$ cat config.mk
export PLATFORM = sky130hd
export DESIGN_NAME = tremor_detect_vibration_drive_unit
export DESIGN_NICKNAME = d
export VERILOG_FILES = /design/src/design/tdvd_pkg.sv /design/src/design/tdvd_ctrl.sv /design/src/design/tdvd_datapath.sv /design/src/design/tremor_detect_vibration_drive_unit.sv
export SDC_FILE = /design/constraint.sdc
export NUM_CORES = 1
export LEC_CHECK = 0
export BUFFER_PORTS_ARGS = -buffer_cell sky130_fd_sc_hd__buf_2
export CAP_MARGIN = 5
export CORE_UTILIZATION = 55
export DETAILED_ROUTE_END_ITERATION = 10
export MAX_ROUTING_LAYER = met4
export PLACE_DENSITY = 0.82
export SETUP_SLACK_MARGIN = 0.2
export SLEW_MARGIN = 20
export SYNTH_ARGS = -nofsm -noshare
export SYNTH_HDL_FRONTEND = slang
export SYNTH_HIERARCHICAL = 1
export SYNTH_SLANG_ARGS = --single-unit
$ cat constraint.sdc
create_clock -name clk_i -period 9.81 [get_ports clk_i]
set_input_delay 1.962 -clock clk_i [delete_from_list [all_inputs] [get_ports clk_i]]
set_output_delay 1.962 -clock clk_i [all_outputs]
set_load 0.02 [all_outputs]
$ cat src/design/tdvd_pkg.sv
// Shared types, constants and control bundles for the tremor detect vibration drive block.
package tdvd_pkg;

  localparam int unsigned WINDOW_LEN_DEF = 5;

  localparam int unsigned SAMPLE_W  = 10;
  localparam int unsigned ELAPSED_W = 10;
  localparam int unsigned CNT_W     = 17;
  localparam int unsigned CFG_W     = 16;
  localparam int unsigned THR_W     = 9;
  localparam int unsigned INT_W     = 8;
  localparam int unsigned DEV_W     = 10;
  localparam int unsigned PROD_W    = 18;
  localparam int unsigned DIV_CNT_W = $clog2(PROD_W);
  localparam int unsigned CFG_IDX_W = 2;

  localparam logic [SAMPLE_W-1:0] CENTER = 10'd512;
  localparam logic [INT_W-1:0]    INT_MAX = 8'd255;

  localparam logic [CFG_W-1:0] DEBOUNCE_RST = 16'd300;
  localparam logic [THR_W-1:0] THRESHOLD_RST = 9'd500;
  localparam logic [INT_W-1:0] LOW_RST = 8'd100;
  localparam logic [INT_W-1:0] HIGH_RST = 8'd255;

  typedef enum logic [CFG_IDX_W-1:0] {
    CFG_DEBOUNCE  = 2'd0,
    CFG_THRESHOLD = 2'd1,
    CFG_LOW       = 2'd2,
    CFG_HIGH      = 2'd3
  } cfg_idx_e;

  typedef struct packed {
    logic [ELAPSED_W-1:0] elapsed_ms;
    logic                 button_low;
    logic                 sample_valid;
    logic [SAMPLE_W-1:0]  x_sample;
    logic [SAMPLE_W-1:0]  y_sample;
  } in_t;

  typedef struct packed {
    logic                system_on;
    logic                tremor_detected;
    logic [INT_W-1:0]    intensity;
    logic [SAMPLE_W-1:0] smooth_x;
    logic [SAMPLE_W-1:0] smooth_y;
  } out_t;

  typedef struct packed {
    logic load;
    logic avg_mul;
    logic avg_fix;
    logic compare;
    logic div_step;
    logic map;
    logic emit;
  } ctrl_cmd_t;

  typedef struct packed {
    logic take_sample;
    logic over;
  } ctrl_sts_t;

endpackage

$ cat src/design/tdvd_ctrl.sv
// Sequencer for the tremor detector: steps one transaction through the datapath.
module tdvd_ctrl (
  input  logic                clk_i,
  input  logic                rst_ni,
  input  logic                in_valid_i,
  output logic                in_stall_o,
  output logic                out_valid_o,
  input  logic                out_stall_i,
  input  tdvd_pkg::ctrl_sts_t sts_i,
  output tdvd_pkg::ctrl_cmd_t cmd_o
);
  import tdvd_pkg::*;

  typedef enum logic [2:0] {
    ST_IDLE,
    ST_MUL,
    ST_FIX,
    ST_CMP,
    ST_DIV,
    ST_MAP,
    ST_DONE
  } state_e;

  localparam logic [DIV_CNT_W-1:0] DIV_LAST = DIV_CNT_W'(PROD_W - 1);

  state_e               state_q, state_d;
  logic [DIV_CNT_W-1:0] cnt_q, cnt_d;
  logic                 out_valid_q, out_valid_d;
  logic                 out_free;

  always_comb begin
    state_d     = state_q;
    cnt_d       = cnt_q;
    cmd_o       = '0;
    out_free    = !out_valid_q || !out_stall_i;
    out_valid_d = out_valid_q && out_stall_i;
    case (state_q)
      ST_IDLE: begin
        if (in_valid_i) begin
          cmd_o.load = 1'b1;
          state_d    = ST_MUL;
        end
      end
      ST_MUL: begin
        if (sts_i.take_sample) begin
          cmd_o.avg_mul = 1'b1;
          state_d       = ST_FIX;
        end else begin
          state_d = ST_DONE;
        end
      end
      ST_FIX: begin
        cmd_o.avg_fix = 1'b1;
        state_d       = ST_CMP;
      end
      ST_CMP: begin
        cmd_o.compare = 1'b1;
        if (sts_i.over) begin
          cnt_d   = '0;
          state_d = ST_DIV;
        end else begin
          state_d = ST_DONE;
        end
      end
      ST_DIV: begin
        cmd_o.div_step = 1'b1;
        if (cnt_q == DIV_LAST) begin
          state_d = ST_MAP;
        end else begin
          cnt_d = cnt_q + 1'b1;
        end
      end
      ST_MAP: begin
        cmd_o.map = 1'b1;
        state_d   = ST_DONE;
      end
      ST_DONE: begin
        if (out_free) begin
          cmd_o.emit  = 1'b1;
          out_valid_d = 1'b1;
          state_d     = ST_IDLE;
        end
      end
      default: begin
        state_d = ST_IDLE;
      end
    endcase
  end

  always_ff @(posedge clk_i or negedge rst_ni) begin
    if (!rst_ni) begin
      state_q     <= ST_IDLE;
      cnt_q       <= '0;
      out_valid_q <= 1'b0;
    end else begin
      state_q     <= state_d;
      cnt_q       <= cnt_d;
      out_valid_q <= out_valid_d;
    end
  end

  assign in_stall_o  = (state_q != ST_IDLE);
  assign out_valid_o = out_valid_q;

endmodule

$ cat src/design/tdvd_datapath.sv
// Datapath: config registers, debounce counter, moving averages, threshold and mapping divider.
module tdvd_datapath #(
  parameter int unsigned WINDOW_LEN = tdvd_pkg::WINDOW_LEN_DEF
) (
  input  logic                               clk_i,
  input  logic                               rst_ni,
  input  logic                               cfg_we_i,
  input  logic [tdvd_pkg::CFG_IDX_W-1:0]     cfg_idx_i,
  input  logic [tdvd_pkg::CFG_W-1:0]         cfg_data_i,
  input  tdvd_pkg::in_t                      in_data_i,
  output tdvd_pkg::out_t                     out_data_o,
  input  tdvd_pkg::ctrl_cmd_t                cmd_i,
  output tdvd_pkg::ctrl_sts_t                sts_o
);
  import tdvd_pkg::*;

  localparam int unsigned NSTORE = WINDOW_LEN - 1;
  localparam int unsigned SUM_W  = $clog2(WINDOW_LEN * ((1 << SAMPLE_W) - 1) + 1);
  localparam int unsigned RCP_K  = SUM_W;
  localparam int unsigned MUL_W  = SUM_W + RCP_K;
  localparam logic [RCP_K-1:0] RCP_C = RCP_K'((1 << RCP_K) / WINDOW_LEN);
  localparam logic [SUM_W:0]   WIN_C = (SUM_W + 1)'(WINDOW_LEN);

  // configuration
  logic [CFG_W-1:0] debounce_q;
  logic [THR_W-1:0] thr_q;
  logic [INT_W-1:0] low_q;
  logic [INT_W-1:0] high_q;

  // architectural state
  logic                en_q;
  logic [CNT_W-1:0]    ms_q;
  logic [SAMPLE_W-1:0] win_x_q [NSTORE];
  logic [SAMPLE_W-1:0] win_y_q [NSTORE];
  logic [SUM_W-1:0]    wsum_x_q, wsum_y_q;
  logic [SAMPLE_W-1:0] sx_q, sy_q;
  logic                tremor_q;
  logic [INT_W-1:0]    int_q;

  // per transaction working registers
  in_t                 in_q;
  logic [SUM_W-1:0]    sum_x_q, sum_y_q;
  logic [MUL_W-1:0]    prod_x_q, prod_y_q;
  logic                neg_q;
  logic [PROD_W-1:0]   dvd_q;
  logic [DEV_W:0]      rem_q;
  logic [DEV_W-1:0]    den_q;
  out_t                out_q;

  // combinational
  logic [CNT_W:0]      ms_sum;
  logic [CNT_W-1:0]    ms_sat;
  logic                toggle;
  logic                en_d;
  logic [SUM_W-1:0]    sum_x_d, sum_y_d;
  logic [SAMPLE_W-1:0] avg_x, avg_y;
  logic [DEV_W-1:0]    dev_x, dev_y, dmax, num;
  logic                over;
  logic                neg_d;
  logic [INT_W-1:0]    mag;
  logic [DEV_W:0]      rem_sh;
  logic                ge;
  logic [PROD_W:0]     up_sum;
  logic [INT_W-1:0]    map_val;

  // reciprocal estimate is exact or one short; one compare fixes it
  function automatic logic [SAMPLE_W-1:0] fix_avg(input logic [SUM_W-1:0] s,
                                                  input logic [SAMPLE_W-1:0] q0);
    logic [SUM_W:0] nxt;
    nxt = ((SUM_W + 1)'(q0) + 1'b1) * WIN_C;
    return ({1'b0, s} >= nxt) ? q0 + 1'b1 : q0;
  endfunction

  function automatic logic [DEV_W-1:0] dev_of(input logic [SAMPLE_W-1:0] avg);
    return (avg >= CENTER) ? DEV_W'(avg - CENTER) : DEV_W'(CENTER - avg);
  endfunction

  always_comb begin
    ms_sum = (CNT_W + 1)'(ms_q) + (CNT_W + 1)'(in_data_i.elapsed_ms);
    ms_sat = ms_sum[CNT_W] ? '1 : ms_sum[CNT_W-1:0];
    toggle = in_data_i.button_low && (ms_sat > CNT_W'(debounce_q));
    en_d   = en_q ^ toggle;

    sum_x_d = wsum_x_q + SUM_W'(in_q.x_sample);
    sum_y_d = wsum_y_q + SUM_W'(in_q.y_sample);
    avg_x   = fix_avg(sum_x_q, prod_x_q[RCP_K +: SAMPLE_W]);
    avg_y   = fix_avg(sum_y_q, prod_y_q[RCP_K +: SAMPLE_W]);

    dev_x = dev_of(sx_q);
    dev_y = dev_of(sy_q);
    dmax  = (dev_x > dev_y) ? dev_x : dev_y;
    over  = dmax > DEV_W'(thr_q);
    num   = dmax - DEV_W'(thr_q);
    neg_d = high_q < low_q;
    mag   = neg_d ? (low_q - high_q) : (high_q - low_q);

    rem_sh = {rem_q[DEV_W-1:0], dvd_q[PROD_W-1]};
    ge     = rem_sh >= {1'b0, den_q};

    up_sum = (PROD_W + 1)'(dvd_q) + (PROD_W + 1)'(low_q);
    if (!neg_q) begin
      map_val = (up_sum > (PROD_W + 1)'(INT_MAX)) ? INT_MAX : up_sum[INT_W-1:0];
    end else begin
      map_val = (dvd_q > PROD_W'(low_q)) ? '0 : (low_q - dvd_q[INT_W-1:0]);
    end
  end

  assign sts_o.take_sample = en_q && in_q.sample_valid;
  assign sts_o.over        = over;

  always_ff @(posedge clk_i or negedge rst_ni) begin
    if (!rst_ni) begin
      debounce_q <= DEBOUNCE_RST;
      thr_q      <= THRESHOLD_RST;
      low_q      <= LOW_RST;
      high_q     <= HIGH_RST;
      en_q       <= 1'b0;
      ms_q       <= '0;
      wsum_x_q   <= '0;
      wsum_y_q   <= '0;
      sx_q       <= '0;
      sy_q       <= '0;
      tremor_q   <= 1'b0;
      int_q      <= '0;
      for (int i = 0; i < NSTORE; i++) begin
        win_x_q[i] <= '0;
        win_y_q[i] <= '0;
      end
    end else begin
      if (cfg_we_i) begin
        case (cfg_idx_i)
          CFG_DEBOUNCE:  debounce_q <= cfg_data_i;
          CFG_THRESHOLD: thr_q      <= cfg_data_i[THR_W-1:0];
          CFG_LOW:       low_q      <= cfg_data_i[INT_W-1:0];
          CFG_HIGH:      high_q     <= cfg_data_i[INT_W-1:0];
          default: ;
        endcase
      end
      if (cmd_i.load) begin
        en_q <= en_d;
        ms_q <= toggle ? '0 : ms_sat;
        if (!en_d) begin
          tremor_q <= 1'b0;
          int_q    <= '0;
        end
      end
      if (cmd_i.avg_fix) begin
        sx_q     <= avg_x;
        sy_q     <= avg_y;
        wsum_x_q <= sum_x_q - SUM_W'(win_x_q[0]);
        wsum_y_q <= sum_y_q - SUM_W'(win_y_q[0]);
        for (int i = 0; i < NSTORE - 1; i++) begin
          win_x_q[i] <= win_x_q[i+1];
          win_y_q[i] <= win_y_q[i+1];
        end
        win_x_q[NSTORE-1] <= in_q.x_sample;
        win_y_q[NSTORE-1] <= in_q.y_sample;
      end
      if (cmd_i.compare) begin
        tremor_q <= over;
        if (!over) begin
          int_q <= '0;
        end
      end
      if (cmd_i.map) begin
        int_q <= map_val;
      end
    end
  end

  always_ff @(posedge clk_i) begin
    if (cmd_i.load) begin
      in_q <= in_data_i;
    end
    if (cmd_i.avg_mul) begin
      sum_x_q  <= sum_x_d;
      sum_y_q  <= sum_y_d;
      prod_x_q <= MUL_W'(sum_x_d) * MUL_W'(RCP_C);
      prod_y_q <= MUL_W'(sum_y_d) * MUL_W'(RCP_C);
    end
    if (cmd_i.compare) begin
      neg_q <= neg_d;
      dvd_q <= PROD_W'(num) * PROD_W'(mag);
      den_q <= DEV_W'(CENTER) - DEV_W'(thr_q);
      rem_q <= '0;
    end
    if (cmd_i.div_step) begin
      rem_q <= ge ? (rem_sh - {1'b0, den_q}) : rem_sh;
      dvd_q <= {dvd_q[PROD_W-2:0], ge};
    end
    if (cmd_i.emit) begin
      out_q.system_on       <= en_q;
      out_q.tremor_detected <= tremor_q;
      out_q.intensity       <= int_q;
      out_q.smooth_x        <= sx_q;
      out_q.smooth_y        <= sy_q;
    end
  end

  assign out_data_o = out_q;

endmodule

$ cat src/design/tremor_detect_vibration_drive_unit.sv
// Top level of the tremor detector and vibration drive.
//
// Input channel (in_valid_i / in_stall_o / in_data_i): one transaction per
// time step, carrying elapsed milliseconds, the button level and an optional
// X/Y sample pair. Output channel (out_valid_o / out_stall_i / out_data_o):
// exactly one result per input transaction, in order.
// Items are handled one at a time by a sequencer driving a shared datapath.
// Without a sample (or while off) an item passes from the load through the MUL
// and DONE states; a sample under the threshold also passes FIX and CMP; when
// tremor is found, the 18 steps of the bit-serial divider that maps deviation
// to drive level and the MAP state follow CMP. A new item is taken only once
// the sequencer is back in idle after the result is loaded.
// The result sits in an output register: a stalled receiver holds it steady
// while the next item is already being processed; that item then waits for
// the register to free up. Reset clears the on flag, the debounce counter,
// both sample windows, the held averages and drive level, and loads the
// configuration registers with their defaults.
module tremor_detect_vibration_drive_unit #(
  parameter int unsigned WINDOW_LEN = tdvd_pkg::WINDOW_LEN_DEF
) (
  input  logic                           clk_i,
  input  logic                           rst_ni,
  input  logic                           cfg_we_i,
  input  logic [tdvd_pkg::CFG_IDX_W-1:0] cfg_idx_i,
  input  logic [tdvd_pkg::CFG_W-1:0]     cfg_data_i,
  input  logic                           in_valid_i,
  output logic                           in_stall_o,
  input  tdvd_pkg::in_t                  in_data_i,
  output logic                           out_valid_o,
  input  logic                           out_stall_i,
  output tdvd_pkg::out_t                 out_data_o
);
  import tdvd_pkg::*;

  ctrl_cmd_t cmd;
  ctrl_sts_t sts;

  tdvd_ctrl u_ctrl (
    .clk_i       (clk_i),
    .rst_ni      (rst_ni),
    .in_valid_i  (in_valid_i),
    .in_stall_o  (in_stall_o),
    .out_valid_o (out_valid_o),
    .out_stall_i (out_stall_i),
    .sts_i       (sts),
    .cmd_o       (cmd)
  );

  tdvd_datapath #(
    .WINDOW_LEN (WINDOW_LEN)
  ) u_datapath (
    .clk_i      (clk_i),
    .rst_ni     (rst_ni),
    .cfg_we_i   (cfg_we_i),
    .cfg_idx_i  (cfg_idx_i),
    .cfg_data_i (cfg_data_i),
    .in_data_i  (in_data_i),
    .out_data_o (out_data_o),
    .cmd_i      (cmd),
    .sts_o      (sts)
  );

endmodule

### Yosys cells after proc, flatten, opt, wreduce, memory -nomap -nowiden

Cells that the tools add are included.

* flip-flop bits (word level): 363
* output and inout port bits: 32
* logic and storage cells: 157

* $add $sub $neg: 21
* $mul: 5
* magnitude comparators: 11
* equality and inequality tests: 16
* mux-type cells: 45
* bitwise operators: 1
* reductions and logical operators: 19

Operators by type and width (count)
* $mux W10: 8
* $mux W8: 9
* $mul A13 B10 Y22 const B: 2
* $mux W18: 2
* $mux W17: 2
* $ge A13 B14 Y1: 2
* $mul A14 B3 Y14 const B: 2
* $add A13 B10 Y13: 2
* $sub A13 B10 Y13: 2
* $sub A8 B8 Y8: 3
* $add A10 B1 Y11 const B: 2
* $pmux W3 S7: 1
* $add A10 B1 Y10 const B: 2
* $ge A10 B10 Y1 const B: 2
* $sub A10 B10 Y10 const A: 2
* $sub A10 B10 Y10 const B: 2
* $add A18 B8 Y19: 1
* $gt A19 B8 Y1 const B: 1
* $add A17 B10 Y18: 1
* $gt A18 B8 Y1: 1
* $mul A10 B8 Y18: 1
* $gt A17 B16 Y1: 1
* $mux W1: 15
* $mux W3: 4
* 29 further kinds: 48

### Depth between registers and ports, before layout

Gate-level depths: netlist of the first run.

* word-level depth: 10
* mapped depth: 38

### Cells and area by module

Netlist of the first run, hierarchy kept.

By module, submodules not included
* tdvd_datapath: instances 1, cells each 2597, area an instance 26701.9 µm²
* tdvd_ctrl: instances 1, cells each 59, area an instance 554.3 µm²

### Least setup slack after synthesis of the first run

No wires, ideal clock.

* path type: flip-flop to flip-flop
* start point: register u_datapath.sx_q[9]
* end point: register u_datapath.dvd_q[17], data pin
* library setup time: 267 ps
* data arrival time: 7487 ps
* required time: 9543 ps
* path slack: 2056 ps
* cell stages (with the launch flop): 34
* clock period less this slack: 7754 ps
* cell sequence: dfrtp_1 > clkbuf_1 > mux2_2 > ha_1 > nor2b_1 > o21a_1 > o21bai_1 > a21oi_1 > o21ai_2 > clkbuf_1 > nor2_1 > a21oi_1 > ha_1 > fa_1 > nor2b_1 > o31a_1 > o211ai_1 > nand2_1 > a21o_1 > xnor2_1 > nor2_1 > fa_1 > fa_1 > fa_1 > inv_1 > fa_1 > inv_1 > ha_1 > and3_1 > a21boi_0 > nor3b_1 > o31ai_1 > xnor2_1 > o21ai_0

* cells in the longest elaborated chain, start to end: 8
* elaborated cells between the ends (all ways): 10
* classes of those cells: 3 x add/sub; 1 x mul; 2 x order compare; 4 x mux

RTL lines
* from (decl): line tdvd_datapath.sv:36 `logic [SAMPLE_W-1:0] sx_q, sy_q;`
* from (signal assigned): line tdvd_datapath.sv:148 `sx_q <= avg_x;`
* $sub A10 B10 Y10 or $ge A10 B10 Y1 (tied branches): line tdvd_datapath.sv:75 `return (avg >= CENTER) ? DEV_W'(avg - CENTER) : DEV_W'(CENTER - avg);`
* $mux W10 *: line tdvd_datapath.sv:75
* $gt A10 B10 Y1: line tdvd_datapath.sv:91 `dmax = (dev_x > dev_y) ? dev_x : dev_y;`
* $mux W10 *: line tdvd_datapath.sv:91
* $sub A10 B9 Y10 *: line tdvd_datapath.sv:93 `num = dmax - DEV_W'(thr_q);`
* $mul A10 B8 Y18 *: line tdvd_datapath.sv:183 `dvd_q <= PROD_W'(num) * PROD_W'(mag);`
* $mux W18 *: line tdvd_datapath.sv:181 `if (cmd_i.compare) begin`
* $mux W18 *: line tdvd_datapath.sv:187 `if (cmd_i.div_step) begin`
* to (signal assigned): line tdvd_datapath.sv:183
* to (signal assigned): line tdvd_datapath.sv:189 `dvd_q <= {dvd_q[PROD_W-2:0], ge};`
* to (decl): line tdvd_datapath.sv:45 `logic [PROD_W-1:0] dvd_q;`

Mark *: on every way between the ends. The rest lies on a longest branch, timed or not. The select of a mux whose other input is x is not followed.
A chain may end at the register's enable or synchronous reset.

### Worst setup path after layout of the first run

* start point: register u_datapath.sy_q[2]
* end point: register u_datapath.dvd_q[17], data pin

* cells in the longest elaborated chain, start to end: 8
* elaborated cells between the ends (all ways): 10
* classes of those cells: 3 x add/sub; 1 x mul; 2 x order compare; 4 x mux

RTL lines
* from (decl): line tdvd_datapath.sv:36
* from (signal assigned): line tdvd_datapath.sv:149 `sy_q <= avg_y;`
* $sub A10 B10 Y10 or $ge A10 B10 Y1 (tied branches): line tdvd_datapath.sv:75
* $mux W10 *: line tdvd_datapath.sv:75
* $gt A10 B10 Y1: line tdvd_datapath.sv:91
* $mux W10 *: line tdvd_datapath.sv:91
* $sub A10 B9 Y10 *: line tdvd_datapath.sv:93
* $mul A10 B8 Y18 *: line tdvd_datapath.sv:183
* $mux W18 *: line tdvd_datapath.sv:181
* $mux W18 *: line tdvd_datapath.sv:187

Marks and branches as above.

==> results of run 1 <==
## through the flow
step,utilization,hold WS [ns]
final,0.6077,0.4551
after floorplan,-,0.4231
after detailed placement,0.5810,0.4413
after CTS,0.6076,0.4555
after global routing,0.6077,0.4649
after global placement,0.5805,0.4314
## Yosys cell counts, types with 16 or more instances
| cell | n | area, µm² |
|---|---|---|
| xnor2_1 | 94 | 823.3 |
| edfxtp_1 | 136 | 4084 |
| nor2_1 | 196 | 735.7 |
| o211ai_1 | 19 | 142.6 |
| nor2b_1 | 39 | 244.0 |
| and3_1 | 18 | 112.6 |
| o31ai_1 | 18 | 135.1 |
| xor2_1 | 55 | 481.7 |
| nand4_1 | 19 | 118.9 |
| fa_1 | 125 | 2502 |
| clkbuf_1 | 44 | 165.2 |
| nand3_1 | 57 | 285.3 |
| o21ai_0 | 130 | 650.6 |
| ha_1 | 380 | 4755 |
| a21o_1 | 42 | 315.3 |
| a21oi_1 | 111 | 555.5 |
| o21a_1 | 35 | 262.8 |
| inv_1 | 290 | 1089 |
| dfstp_2 | 21 | 551.8 |
| nand2_1 | 146 | 548.0 |
| and2_1 | 22 | 137.6 |
| dfrtp_1 | 182 | 4554 |
| nor3_1 | 52 | 260.3 |
| mux2i_1 | 17 | 170.2 |
| a211oi_1 | 16 | 120.1 |
| or2_2 | 32 | 200.2 |
| o21bai_1 | 16 | 120.1 |
| a31oi_1 | 26 | 162.7 |
| mux2_2 | 109 | 1227 |
## timing repair
action                     4_1_cts  5_1_grt
setup buffers                    0        0
gates resized for setup          0        1
setup endpoints to repair        0        1
hold buffers                     0        0
## per-layer routing
metal | GRT usage | routed length, µm | vias up
met5 | - | 0 | -
met4 | 0.08844 | 1781 | 0
met3 | 0.04115 | 2860 | 128
met2 | 0.4439 | 31450 | 450
met1 | 0.2964 | 25320 | 9701
li1 | - | - | 9529
## flip-flops by register name, indices dropped and copies added, names as in the netlist, 10 cells and up
name,count
u_datapath/out_data_o,30
u_datapath/sx_q,10
u_datapath/prod_y_q,10
u_datapath/win_x_q,40
u_datapath/dvd_q,18
u_datapath/sum_y_q,13
u_datapath/in_q,21
u_datapath/debounce_q,16
u_datapath/rem_q,10
u_datapath/wsum_x_q,13
u_datapath/wsum_y_q,13
u_datapath/sum_x_q,13
u_datapath/sy_q,10
u_datapath/prod_x_q,10
u_datapath/ms_q,17
u_datapath/den_q,10
u_datapath/win_y_q,40
## path summary, 6_finish.rpt
kind | start | end
max | u_datapath/sy_q[2] | u_datapath/dvd_q[17]
min | u_datapath/int_q[4] | u_datapath/out_data_o[24]
max reg2reg | u_datapath/sy_q[2] | u_datapath/dvd_q[17]
min reg2reg | u_datapath/int_q[4] | u_datapath/out_data_o[24]
max in group asynchronous | rst_ni | u_datapath/win_y_q[11]
min in group asynchronous | rst_ni | u_datapath/int_q[5]
## worst reg2reg max path, delay by kind of cell (launching register included)
family	cells	cell delay [ns]
simple gates	10	1.78
fa+ha+maj	7	2.89
flops	1	0.43
buf+inv	3	0.14
xor+xnor	3	0.94
compound gates	12	2.30
## final cells by class
type,instances,area share
clock buffer,59,0.03836
tap,664,0.02793
clock inverter,11,0.005342
inverter,292,0.03689
sequential,339,0.3089
timing repair buffer,95,0.01771
multi-input combinational,1974,0.5649
## cell families after synthesis
| group | after synthesis | synth area share |
|---|---|---|
| simple gates | 668 | 0.1205 |
| compound gates | 524 | 0.1278 |
| fa+ha+maj | 505 | 0.2663 |
| buf+inv | 343 | 0.04783 |
| flops | 339 | 0.3372 |
| xor+xnor | 151 | 0.04907 |
| mux | 126 | 0.05128 |
==> results by group, run 1 <==
Placed design
  – Detailed Place HPWL: 47640 µm
  – Worst slack, placed: 0.9779 ns
  – Placed cell area: 28440 µm²
  – Placed instance count: 3364
  – IO buf count: 86
  – Placer Congestion: 0.8987

Floorplanning
  – Core Area: 48950 µm²
  – Die area: 50450 µm²
  – Die width: 224.6 µm
  – I/O pin count: 87
  – Initial core utilization: 0.5568
  – Die Y-Extent: 224.6 µm
  – Rows: 81

Job
  – Max cap viols: 0

STA
  – Pin slew with the least headroom to its limit: 1.099 ns
  – Final min period: 8.752 ns
  – # setup viols final: 0
  – Max Slew Vio Count: 0
  – Setup TNS: 0 ns
  – Post-Route Skew: 0.02227 ns
  – Slew Limit Headroom: 0.2460
  – Final WS setup: 1.058 ns
  – Final Hold Vio Count: 0
  – Period utilization: 0.8922
  – RSZ-0062 raised after global routing: no
  – Max Fclk: 114.3 MHz

Hold path
  – HP Class: register to register
  – WHS Path Cells: 0

Yosys
  – Synth unique cells: 99
  – Sequential area share after synthesis: 0.3372
  – EDFF count, synth: 136
  – Net Count, Synth: 3216
  – Post-Synthesis Cells: 2656
  – Ys async rst share: 0.5988
  – Seq cells post-synth: 339
  – Mapped Avg Cell Area: 10.26 µm²
  – Post-Syn Area: 27260 µm²
  – Prevailing post-synth register cell: dfrtp_1
  – Yosys warning count: 6

Drt
  – Drt pass-1 iters: 7
  – Initial DRC count: 1135
  – Final ANT Viol Nets: 0
  – Total number of vias: 19.81k
  – Post-DR wirelength/cell: 17.88 µm
  – Via/cell ratio: 5.768
  – Post-Route WL: 61420 µm
  – Residual DRC count: 0

Final layout
  – Post-route design area: 29750 µm²
  – Fill count: 3917
  – Layout overhead on the synthesized area: 9.144%
  – Reg area: 9190 µm²
  – Most frequent cells in the layout: ha_1, inv_1, nor2_1
  – Share of cells above drive strength 1: 0.1303
  – Multi-input logic area: 16800 µm²
  – Fin nets: 3300
  – # diodes: 0
  – Commonest non-fill, non-tap cell in the layout: ha_1
  – Final cell count without fillers: 3434

Setup path
  – Worst path most repeated cell: fa_1
  – Crit Path Max Fanout: 19
  – R2r setup slk: 1.06 ns
  – CP endpoint kind: register
  – Critical path data arrival time: 9.04 ns
  – Worst path bufs/invs: 3
  – Worst path max stage delay: 0.53 ns
  – Worst reg-to-reg path cell count: 35
  – CP Launch Type: register
  – Slowest-stage cell, CP: fa_1
  – Critical Path RT: 10.10 ns
  – Cell class contributing the biggest share of worst-path delay: adder cells
  – WS Path Type: register to register
  – WP depth: 35

Global routing
  – Largest net degree at the start of global routing: 95
  – First-pass GRT wire length: 100300 µm
  – Tot GR Track Use: 0.2543
  – Vias in the first global route: 20.38k
  – GR Overflow Total: 0
  – Antenna violations before repair: 0

Clock tree
  – Clk_lat worst skew: 0.59 ns
  – CTS tree: done
  – CTS clock-pin slew for the worst setup and hold paths: 0.06 ns
  – Clock Tree Buf Depth: 3
  – CTS Sinks: 339
  – # H-tree levels: 2
  – Root Driver: clkbuf_16
  – CTS buffer count: 38

Run status
  – Status: finished clean
Power of run 1 is not shown: default switching activity piles up to over one toggle a cycle in this logic, so the estimate is an artifact.
==> inputs of run 2 (changes only) <==
--- a/config.mk
+++ b/config.mk
@@ -8,9 +8,10 @@
 export BUFFER_PORTS_ARGS = -buffer_cell sky130_fd_sc_hd__buf_2
 export CAP_MARGIN = 5
 export CORE_UTILIZATION = 55
+export CTS_CLUSTER_SIZE = 20
 export DETAILED_ROUTE_END_ITERATION = 10
 export MAX_ROUTING_LAYER = met4
-export PLACE_DENSITY = 0.82
+export PLACE_DENSITY_LB_ADDON = 0.15
 export SETUP_SLACK_MARGIN = 0.2
 export SLEW_MARGIN = 20
 export SYNTH_ARGS = -nofsm -noshare
==> run 2 against run 1 <==
Net effect:
- final area is 0.44% higher
- register-to-register slack worse by 0.08 ns
- worst setup slack worse by 0.080 ns
- sequential cell count stayed put
- cell count is 0.15% higher
- first-iteration DRC count is 16% lower
==> results by group, run 2 (same netlist as run 1, synthesis figures left out) <==
Run status
  – Status: finished clean

STA
  – Setup TNS: 0 ns (unchanged)
  – Max Slew Vio Count: 0 (unchanged)
  – Final min period: 8.833 ns (+0.08050 ns)
  – RSZ-0062 raised after global routing: no
  – # setup viols final: 0 (unchanged)
  – Post-Route Skew: 0.01125 ns (-0.01102 ns)
  – Max Fclk: 113.2 MHz (-0.91%)
  – Period utilization: 0.9004 (+0.008206)
  – Slew Limit Headroom: 0.2545 (+0.008425)
  – Final Hold Vio Count: 0 (unchanged)
  – Pin slew with the least headroom to its limit: 1.117 ns (+0.01759 ns)

Placed design
  – Placed cell area: 28430 µm² (about the same)
  – Detailed Place HPWL: 46040 µm (-3.4%)
  – IO buf count: 86 (unchanged)
  – Placer Congestion: 0.9410 (+4.7%)

Clock tree
  – CTS clock-pin slew for the worst setup and hold paths: 0.06 ns (about the same)
  – Root Driver: clkbuf_16
  – Clock Tree Buf Depth: 3 (unchanged)
  – # H-tree levels: 2 (unchanged)
  – CTS buffer count: 40 (+5.3%)
  – Clk_lat worst skew: 0.56 ns (-0.03 ns)
  – CTS Sinks: 339 (unchanged)
  – Hold-fix buffers, CTS: 0 (unchanged)
  – CTS tree: done

Global routing
  – Tot GR Track Use: 0.2489 (-0.005422)
  – Largest net degree at the start of global routing: 156 (+64%)
  – Vias in the first global route: 19.74k (-3.1%)
  – GR Overflow Total: 0 (unchanged)
  – First-pass GRT wire length: 98910 µm (-1.4%)
  – Antenna violations before repair: 0 (unchanged)

Drt
  – Final ANT Viol Nets: 0 (unchanged)
  – Post-Route WL: 59270 µm (-3.5%)
  – Initial DRC count: 949 (-16%)
  – Post-DR wirelength/cell: 17.23 µm (-3.6%)
  – Total number of vias: 19.43k (-1.9%)
  – Residual DRC count: 0 (unchanged)
  – Via/cell ratio: 5.649 (-2.1%)
  – Drt pass-1 iters: 5 (-2)

Final layout
  – Fin nets: 3303 (+0.091%)
  – Layout overhead on the synthesized area: 9.622%
  – Share of cells above drive strength 1: 0.1326 (+0.002288)
  – Post-route design area: 29880 µm² (+0.44%)
  – Fill count: 4164 (+6.3%)
  – # diodes: 0 (unchanged)
  – Commonest non-fill, non-tap cell in the layout: ha_1
  – Most frequent cells in the layout: ha_1, inv_1, nor2_1

Setup path
  – Crit Path Max Fanout: 19 (unchanged)
  – CP endpoint kind: register
  – WS Path Type: register to register
  – Slowest-stage cell, CP: xor2_1
  – Critical path data arrival time: 9.12 ns (+0.08 ns)
  – Worst path max stage delay: 0.55 ns (+0.02 ns)
  – CP Launch Type: register
  – Worst path most repeated cell: fa_1
  – Critical Path RT: 10.09 ns (about the same)

Floorplanning
  – Core Area: 48950 µm² (unchanged)
  – Die Y-Extent: 224.6 µm (unchanged)
  – Die area: 50450 µm² (unchanged)
  – Rows: 81 (unchanged)
  – Initial core utilization: 0.5568 (unchanged)
  – I/O pin count: 87 (unchanged)
  – Die width: 224.6 µm (unchanged)

Hold path
  – HP Class: register to register

Job
  – Max cap viols: 0 (unchanged)
## run 2: cell count changes in the layout (fill, tap and decap cells not counted)
cell | previous run | this run
clkbuf_8 | 10 | 2
clkbuf_16 | 39 | 45
clkinv_2 | 3 | 7
clkbuf_1 | 11 | 8
bufinv_16 | 2 | 4
clkinvlp_4 | 2 | 4
inv_16 | 2 | 0
buf_12 | 0 | 1
buf_8 | 0 | 1
clkbuf_4 | 0 | 1
clkinv_1 | 1 | 2
## run 2: worst max-delay path, delay by kind of cell (launching register included)
family / cells / cell delay [ns]
fa+ha+maj: 7 / 2.88
compound gates: 13 / 2.62
simple gates: 8 / 1.54
xor+xnor: 3 / 0.95
flops: 1 / 0.43
buf+inv: 3 / 0.14
## run 2: worst paths after layout
kind,slack [ns],end,start,cells after the start
max reg2reg,0.98,u_datapath/dvd_q[17],u_datapath/sy_q[2],34
max in group asynchronous,7.11,u_datapath/win_y_q[13],rst_ni,3
min reg2reg,0.45,u_datapath/out_data_o[24],u_datapath/int_q[4],0
min,0.45,u_datapath/out_data_o[24],u_datapath/int_q[4],0
max,0.98,u_datapath/dvd_q[17],u_datapath/sy_q[2],34
min in group asynchronous,1.30,u_datapath/int_q[5],rst_ni,1
## run 2: timing repair
item,CTS,global route
endpoints found under the setup margin,0,2
buffers inserted,0,0
gates resized for setup,0,1
## run 2: metrics by stage
stage / hold slack, ns / std cells / util / worst slack (ns)
floorplan: 0.4231 / 2656 / - / 2.056
global placement: 0.4315 / 3364 / 0.5809 / 1.276
detailed placement: 0.4346 / 3364 / 0.5809 / 0.9672
CTS: 0.4509 / 3438 / 0.6097 / 0.9280
global route: 0.4631 / 3439 / 0.6104 / 0.2616
finish: 0.4491 / 3439 / 0.6104 / 0.9771
## run 2: final cells by class
| class | instances | area (µm²) | share of cell area |
|---|---|---|---|
| clock buffers | 56 | 1191 | 0.03987 |
| clock inverters | 18 | 217.7 | 0.007286 |
| inverters | 292 | 1097 | 0.03673 |
| multi-input cells | 1974 | 16800 | 0.5624 |
| flip-flops and latches | 339 | 9190 | 0.3076 |
| well taps | 664 | 830.8 | 0.02781 |
| repair buffers | 96 | 548.0 | 0.01834 |
## run 2: layer usage
| metal | track usage | wire [µm] |
|---|---|---|
| met2 | 0.4154 | 29080 |
| met1 | 0.3155 | 26660 |
| met4 | 0.07637 | 1510 |
| met3 | 0.03253 | 2013 |
| met5 | - | 0 |
Power of run 2 is left out for the same reason.
==> inputs of run 3 (changes only) <==
--- a/config.mk
+++ b/config.mk
@@ -7,7 +7,7 @@
 export LEC_CHECK = 0
 export BUFFER_PORTS_ARGS = -buffer_cell sky130_fd_sc_hd__buf_2
 export CAP_MARGIN = 5
-export CORE_UTILIZATION = 55
+export CORE_UTILIZATION = 64
 export CTS_CLUSTER_SIZE = 20
 export DETAILED_ROUTE_END_ITERATION = 10
 export MAX_ROUTING_LAYER = met4
==> run 3 against run 2 <==
Net effect:
- clock skew increased by 0.0068 ns
- maximum frequency is 0.84% lower
- worst setup slack worse by 0.075 ns
- die area decreased by 14%
- largest cell class unchanged
- highest routed layer unchanged
==> results by group, run 3 (same netlist as run 1, synthesis figures left out) <==
STA
  – Final Hold Vio Count: 0 (unchanged)
  – Slew Limit Headroom: 0.2809 (+0.02645)
  – RSZ-0062 raised after global routing: no
  – Post-Route Skew: 0.01802 ns (+0.006769 ns)
  – Setup TNS: 0 ns (unchanged)
  – Pin slew with the least headroom to its limit: 1.072 ns (-0.04508 ns)
  – Final WS setup: 0.9019 ns (-0.07523 ns)
  – Final min period: 8.908 ns (+0.07523 ns)
  – Max Slew Vio Count: 0 (unchanged)
  – Period utilization: 0.9081 (+0.007668)
  – # setup viols final: 0 (unchanged)
  – Max Fclk: 112.3 MHz (-0.84%)

Setup path
  – WS Path Type: register to register
  – Critical path data arrival time: 9.18 ns (+0.06 ns)
  – CP endpoint kind: register
  – Slowest-stage cell, CP: o21ai_2
  – Worst reg-to-reg path cell count: 35 (+2.9%)
  – R2r startpoint: u_datapath/sy_q[2]
  – Worst Setup EP: u_datapath/dvd_q[17]
  – RR Endpoint: u_datapath/dvd_q[17]
  – R2r setup slk: 0.90 ns (-0.08 ns)
  – Worst path most repeated cell: fa_1
  – Critical Path RT: 10.08 ns (about the same)
  – CP startpoint: u_datapath/sy_q[2]
  – Crit Path Max Fanout: 19 (unchanged)
  – CP Launch Type: register
  – Worst path max stage delay: 0.58 ns (+0.03 ns)

Global routing
  – GR Overflow Total: 0 (unchanged)
  – Global route hottest layer: met2
  – M2 GR Usage: 0.5153 (+0.09992)
  – M1 GR Usage: 0.3567 (+0.04121)
  – Antenna violations before repair: 0 (unchanged)
  – Largest net degree at the start of global routing: 93 (-40%)
  – First-pass GRT wire length: 101100 µm (+2.2%)
  – Met3 GRT Util: 0.03291 (+0.0003779)
  – Tot GR Track Use: 0.2963 (+0.04737)
  – Vias in the first global route: 20.68k (+4.7%)

Drt
  – Post-Route WL: 60820 µm (+2.6%)
  – Initial DRC count: 1202 (+27%)
  – Via/cell ratio: 6.008 (+6.4%)
  – Drt pass-1 iters: 7 (+2)
  – Residual DRC count: 0 (unchanged)
  – Total number of vias: 19.92k (+2.5%)
  – Post-DR wirelength/cell: 18.35 µm (+6.5%)
  – Final ANT Viol Nets: 0 (unchanged)

Final layout
  – Share of cells above drive strength 1: 0.1336 (+0.001033)
  – Fill count: 3146 (-24%)
  – Commonest non-fill, non-tap cell in the layout: ha_1
  – Reg area: 9190 µm² (unchanged)
  – Layout overhead on the synthesized area: 8.864%
  – Multi-input logic area: 16800 µm² (about the same)
  – Most frequent cells in the layout: ha_1, inv_1, nor2_1
  – Final cell count without fillers: 3315 (-3.6%)
  – # diodes: 0 (unchanged)
  – Post-route design area: 29670 µm² (-0.69%)
  – Fin nets: 3305 (+0.061%)

Placed design
  – Worst slack, placed: 1.028 ns (+0.06044 ns)
  – IO buf count: 86 (unchanged)
  – Detailed Place HPWL: 46510 µm (+1.0%)
  – Placer Congestion: 0.9185 (-2.4%)
  – Placed cell area: 28290 µm² (-0.49%)
  – Placed instance count: 3243 (-3.6%)

Floorplanning
  – Die width: 208.4 µm (-7.2%)
  – I/O pin count: 87 (unchanged)
  – Die area: 43420 µm² (-14%)
  – Core Area: 41950 µm² (-14%)
  – Die Y-Extent: 208.4 µm (-7.2%)
  – Rows: 75 (-7.4%)
  – Initial core utilization: 0.6498 (+0.09298)

Job
  – Max cap viols: 0 (unchanged)

Hold path
  – Hold Path Origin: u_datapath/int_q[0]
  – HP Class: register to register

Clock tree
  – Root Driver: clkbuf_16
  – CTS buffer count: 39 (-2.5%)
  – Hold-fix buffers, CTS: 0 (unchanged)
  – Clock Tree Buf Depth: 3 (unchanged)
  – Post-cts sizing count: 0 (unchanged)
  – CTS Sinks: 339 (unchanged)
  – CTS tree: done
  – CTS clock-pin slew for the worst setup and hold paths: 0.06 ns (about the same)
  – Clk_lat worst skew: 0.57 ns (about the same)
  – # H-tree levels: 2 (unchanged)
  – Post CTS Setup Buffer Count: 0 (unchanged)

Run status
  – Status: finished clean
[run 3: worst max-delay path, delay by kind of cell, from the launching register on]
| family | cells | cell delay, ns |
|---|---|---|
| fa+ha+maj | 7 | 2.90 |
| xor+xnor | 3 | 0.88 |
| flops | 1 | 0.43 |
| buf+inv | 3 | 0.14 |
| simple gates | 10 | 1.76 |
| compound gates | 12 | 2.47 |
[run 3: metal layers]
layer,vias to the layer above,share of wire
li1,9549,-
met1,9780,0.42
met2,470,0.51
met3,117,0.038
met4,0,0.030
met5,-,0
[run 3: worst min path at each step]
stage,cells past startpoint,end,slack [ns]
6_report,0,u_datapath/out_data_o[20],0.45
5_1_grt,0,u_datapath/out_data_o[20],0.46
4_1_cts,0,u_datapath/out_data_o[20],0.45
3_5_place_dp,0,u_datapath/out_data_o[20],0.43
3_3_place_gp,0,u_datapath/out_data_o[20],0.43
2_1_floorplan,0,u_datapath/out_data_o[19],0.42
[run 3: area by class of cell]
type                    instances  area share
multi-input cells            1974      0.5661
clock buffers                  59     0.04094
well taps                     539     0.02273
clock inverters                13    0.005482
inverters                     292     0.03698
repair buffers                 99     0.01809
flip-flops and latches        339      0.3097
[run 3: stage by stage]
step           utilization  hold WS [ns]
6_report            0.7074        0.4458
5_1_grt             0.7074        0.4648
3_5_place_dp        0.6745        0.4331
3_3_place_gp        0.6745        0.4320
4_1_cts             0.7074        0.4452
2_1_floorplan            -        0.4231
Power of run 3 is left out for the same reason.
